==> config.mk <==
export PLATFORM = sky130hd
export DESIGN_NAME = fpa_div_cell
export DESIGN_NICKNAME = d
export VERILOG_FILES = /design/src/rtl/core/fpa_pkg.sv /design/src/rtl/core/fpa_div_cell.sv
export SDC_FILE = /design/constraint.sdc
export NUM_CORES = 1
export LEC_CHECK = 0
export ABC_AREA = 0
export BUFFER_PORTS_ARGS = -buffer_cell sky130_fd_sc_hd__buf_2
export CORE_ASPECT_RATIO = 1.4
export CORE_MARGIN = 1
export CORE_UTILIZATION = 43
export CTS_CLUSTER_SIZE = 25
export DETAILED_ROUTE_END_ITERATION = 8
export GPL_TIMING_DRIVEN = 0
export PLACE_DENSITY_LB_ADDON = 0.05
export SETUP_SLACK_MARGIN = 0.15
export SKIP_LAST_GASP = 1
export SYNTH_ARGS = -nofsm -noshare
export SYNTH_HDL_FRONTEND = slang
export SYNTH_SLANG_ARGS = --single-unit
==> constraint.sdc <==
create_clock -name clk -period 4.3 [get_ports clk]
set_input_delay 0.43 -clock clk [delete_from_list [all_inputs] [get_ports clk]]
set_output_delay 0.43 -clock clk [all_outputs]
set_load 0.01 [all_outputs]
==> src/rtl/core/fpa_pkg.sv <==
// shared types and constants for the q24.8 fixed-point alu
`default_nettype none
package fpa_pkg;

    localparam int WORD_BITS = 32;
    localparam int FRAC_BITS = 8;
    localparam int DIV_STEPS = WORD_BITS + FRAC_BITS;

    typedef enum logic [3:0] {
        OP_ADD      = 4'd0,
        OP_SUB      = 4'd1,
        OP_MUL      = 4'd2,
        OP_DIV      = 4'd3,
        OP_GT       = 4'd4,
        OP_LT       = 4'd5,
        OP_GE       = 4'd6,
        OP_LE       = 4'd7,
        OP_EQ       = 4'd8,
        OP_NE       = 4'd9,
        OP_MAX      = 4'd10,
        OP_MIN      = 4'd11,
        OP_FROM_INT = 4'd12,
        OP_TO_INT   = 4'd13,
        OP_INC      = 4'd14,
        OP_DEC      = 4'd15
    } fpa_op_t;

    typedef struct packed {
        fpa_op_t                       kind;
        logic signed [WORD_BITS-1:0]   operand_a;
        logic signed [WORD_BITS-1:0]   operand_b;
    } fpa_in_t;

    typedef struct packed {
        logic signed [WORD_BITS-1:0]   result_word;
        logic                          flag;
    } fpa_out_t;

    // state handed from one divide cell to the next
    typedef struct packed {
        logic                          is_div;
        logic                          neg;
        logic [WORD_BITS-1:0]          divisor;
        logic [WORD_BITS-1:0]          rem;
        logic [DIV_STEPS-1:0]          dq;
        logic [WORD_BITS-1:0]          result_word;
        logic                          flag;
    } fpa_cell_t;

endpackage
`default_nettype wire

==> src/rtl/core/fpa_div_cell.sv <==
// one restoring-division cell: one quotient bit per beat
`default_nettype none
module fpa_div_cell
    import fpa_pkg::*;
(
    input  wire logic      clk,
    input  wire logic      rst_n,
    input  wire logic      in_valid,
    output logic           in_ready,
    input  wire fpa_cell_t in_data,
    output logic           out_valid,
    input  wire logic      out_ready,
    output fpa_cell_t      out_data
);

    logic                  valid_reg;
    logic                  valid_next;
    fpa_cell_t             data_reg;
    fpa_cell_t             data_next;
    logic [WORD_BITS:0]    trial;
    logic                  fits;
    logic                  take;

    assign in_ready = !valid_reg || out_ready;
    assign take     = in_valid && in_ready;

    // shift the next dividend bit into the partial remainder
    assign trial = {in_data.rem, in_data.dq[DIV_STEPS-1]};
    assign fits  = trial >= {1'b0, in_data.divisor};

    always_comb
    begin
        data_next     = in_data;
        data_next.rem = fits ? WORD_BITS'(trial - {1'b0, in_data.divisor})
                             : trial[WORD_BITS-1:0];
        data_next.dq  = {in_data.dq[DIV_STEPS-2:0], fits};
    end

    always_comb
    begin
        valid_next = valid_reg;
        if (in_ready)
        begin
            valid_next = in_valid;
        end
    end

    always_ff @(posedge clk or negedge rst_n)
    begin
        if (!rst_n)
        begin
            valid_reg <= 1'b0;
        end
        else
        begin
            valid_reg <= valid_next;
        end
    end

    always_ff @(posedge clk)
    begin
        if (take)
        begin
            data_reg <= data_next;
        end
    end

    assign out_valid = valid_reg;
    assign out_data  = data_reg;

endmodule
`default_nettype wire

==> metrics.yaml <==
place:
  place_congestion: 0.809
  dp_hpwl_um: 12200
  dp.cells: 961
  placement.io_buffers: 283
timing:
  grt_setup_unrepaired: "no"
  clock_skew_ns: 0.00719
  fmax_mhz: 293
  hold_viol_final: 0
  timing.hold.ws_ns: 0.184
  setup_viol: 0
  max_slew_margin: 0.355
  setup_tns_ns: 0
  drv_slew: 0
  fin_crit_sh: 0.794
  worst_pin_slew_ns: 0.967
  fin_crit_ns: 3.42
floorplan:
  die_h_um: 147
  coreArea_um2: 14500
  floorplan.rows: 52
  initial_core_util: 0.443
  dieWidth_um: 105
  ios: 284
  die-area_um2: 15400
routing:
  vias_per_cell: 5.03
  first_pass_iters: 5
  first_iter_violations: 160
  vias: 5000
  routed_wl_um: 16200
  drc: 0
  wl_per_cell_um: 16.3
  postRouteAntennaNets: 0
synthesis:
  synthXorXnorAreaFrac: 0.0368
  syn_inst: 488
  synth_edf_count: 139
  synth_compound_area_frac: 0.114
  syn_avg_cell_area_um2: 13.2
  synth_seq_cells: 140
  synth.area.mux_share: 0.0191
  yosysSeqAreaShare: 0.653
  synth-simple-area-share: 0.0753
  synthAdderAreaFrac: 0.0654
  syn_area_um2: 6430
  synth_top_family_by_area: "compound AO/OA/AOI/OAI gates"
  synth_cell_types: 49
  synth_fp_nets: 664
  synth-main-ff-cell: "edfxtp_1"
  async_flop_share: 0.00714
  yosysWarnings: 0
global_routing:
  first_global_vias: 4991
  antenna_found_initial: 1
  globalRouteTotalUtil: 0.211
  grt_max_degree: 72
  overflow: 0
  grt_pass1_wl_um: 25000
worst_hold_path:
  hp-class: "input port to flip-flop"
  worstHoldEndpoint: "out_data[34]"
  hold_start: "in_data[33]"
  hold_depth: 1
setup_path:
  worstReg2RegStart: "out_valid"
  critPathTopFamily: "compound AO/OA/AOI/OAI gates"
  cpPeakStageDelay_ns: 0.42
  reg2reg_depth: 3
  cp.arrival_ns: 3.58
  crit_chain: "buf_2 -> inv_1 -> ha_1 -> fa_1 -> nand2b_1 -> a21oi_1 -> o21ai_0 -> o311a_1 -> a31oi_1 -> a21oi_1 -> o41ai_1 -> xor2_1 -> mux2_1"
  critPathLaunchType: "input port"
  rrSetupSlack_ns: 2.25
  path_class: "input port to flip-flop"
  worst_r2r_endpoint: "out_data[110]"
  worstPathRequired_ns: 4.46
  critical_path_buf_inv_count: 2
  crit_slowest_cell: "o41ai_1"
  cp_max_fo: 4
  endpoint_kind: "flip-flop"
  cp_common_cell: "a21oi_1"
final_layout:
  layout_common_cells: "buf_2 (291), edfxtp_1 (139), a21oi_1 (56)"
  area_growth_pct: 35.7
  fin_nets: 968
  layout_commonest_cell: "buf_2"
  fin_cells: 995
  drive_above_1_share: 0.421
clock_network:
  clock_path_buffers: 2
  h-tree-depth: 4
  cts_sinks: 140
  clk_pin_slew_ns: 0.07
  cts_inserted_buffers: 17
  tritoncts: "done"
  clkLatencyLatePin_ns: 0.42
  root_buffer: "clkbuf_16"
flow_run:
  drv_cap: 0
outcome:
  status: "completed"
power_and_ir_drop:
  p_leak_nw: 3.85
  power_density_nw_per_um2: 427
  ir_worst_vdd_mv: 0.238
-- where the power goes --
part	internal (mW)	total [mW]	switching, mW
Sequential	1.62	1.64	0.0196
Combinational	0.259	0.613	0.354
Clock	0.828	1.46	0.635
-- routing by layer --
layer  track usage  share of wire
met4        0.0887          0.026
met3        0.0406          0.062
met1         0.237           0.39
met5             0              0
met2         0.385           0.53
-- stage by stage --
stage	utilization	cell area (um2)	power [mW]	setup slack [ns]
2_1_floorplan	-	6430	2.05	1.10
3_3_place_gp	0.557	8080	2.28	0.420
3_5_place_dp	0.559	8110	2.29	0.418
4_1_cts	0.601	8720	3.75	0.841
5_1_grt	0.601	8720	3.88	0.598
6_report	0.601	8720	3.72	0.884
-- how the worst max path moves through the flow --
stage                    end         start  slack, ns  depth (start not counted)
3_5_place_dp    out_data[99]  in_data[117]       0.42                         13
6_report       out_data[103]   in_data[72]       0.88                         13
5_1_grt         out_data[73]  in_data[116]       0.60                         14
4_1_cts         out_data[73]  in_data[117]       0.84                         14
3_3_place_gp    out_data[73]  in_data[117]       0.42                         14
2_1_floorplan  out_data[103]  in_data[112]       1.10                         12
-- sequential cells by signal, summed over array words and instances, names as in the netlist --
register   count
out_data     139
out_valid      1
-- area by class of cell --
cell class              instances  area (um2)
fillers                      1259        5790
flip-flops and latches        140        4200
multi-input cells             292        2000
repair buffers                285        1450
clock buffers                  17         425
well taps                     189         236
clock inverters                15         171
inverters                      38         143
plain buffers                  18        90.1
diodes                          1        2.50
-- cell families (layout without fill, tap and decap cells) --
family / count (synthesis) / after routing
DFF: 140 / 140
AOI/OAI and AO/OA: 119 / 119
and+or+nand+nor: 102 / 102
buffers and inverters: 56 / 373
adders and majority gates: 33 / 33
xor gates and xnor gates: 27 / 27
muxes: 11 / 11
other: 0 / 1
-- timing repair --
action                    4_1_cts  5_1_grt
resized for setup               0        0
hold buffers                    1        0
setup buffers                   0        0
hold endpoints to repair        1        0
-- Yosys cell counts, types with 3 or more instances --
master | n | area [um2]
mux2_1 | 4 | 45.0
buf_4 | 3 | 22.5
clkbuf_1 | 6 | 22.5
edfxtp_1 | 139 | 4170
inv_1 | 38 | 143
xnor2_1 | 15 | 131
nor4_1 | 4 | 25.0
o21ai_0 | 16 | 80.1
nand4_1 | 8 | 50.1
nand3_1 | 8 | 40.0
nor2_1 | 35 | 131
and2_1 | 3 | 18.8
buf_2 | 8 | 40.0
o211ai_1 | 4 | 30.0
ha_1 | 32 | 400
a21oi_1 | 56 | 280
mux2_2 | 6 | 67.6
a21o_1 | 12 | 90.1
nand2_1 | 26 | 97.6
nor2b_1 | 3 | 18.8
o21a_1 | 6 | 45.0
nand2b_1 | 5 | 31.3
xor2_1 | 12 | 105
a211oi_1 | 3 | 22.5
o21bai_1 | 3 | 22.5
a31oi_1 | 5 | 31.3
Power figures use the tool's default switching activity.
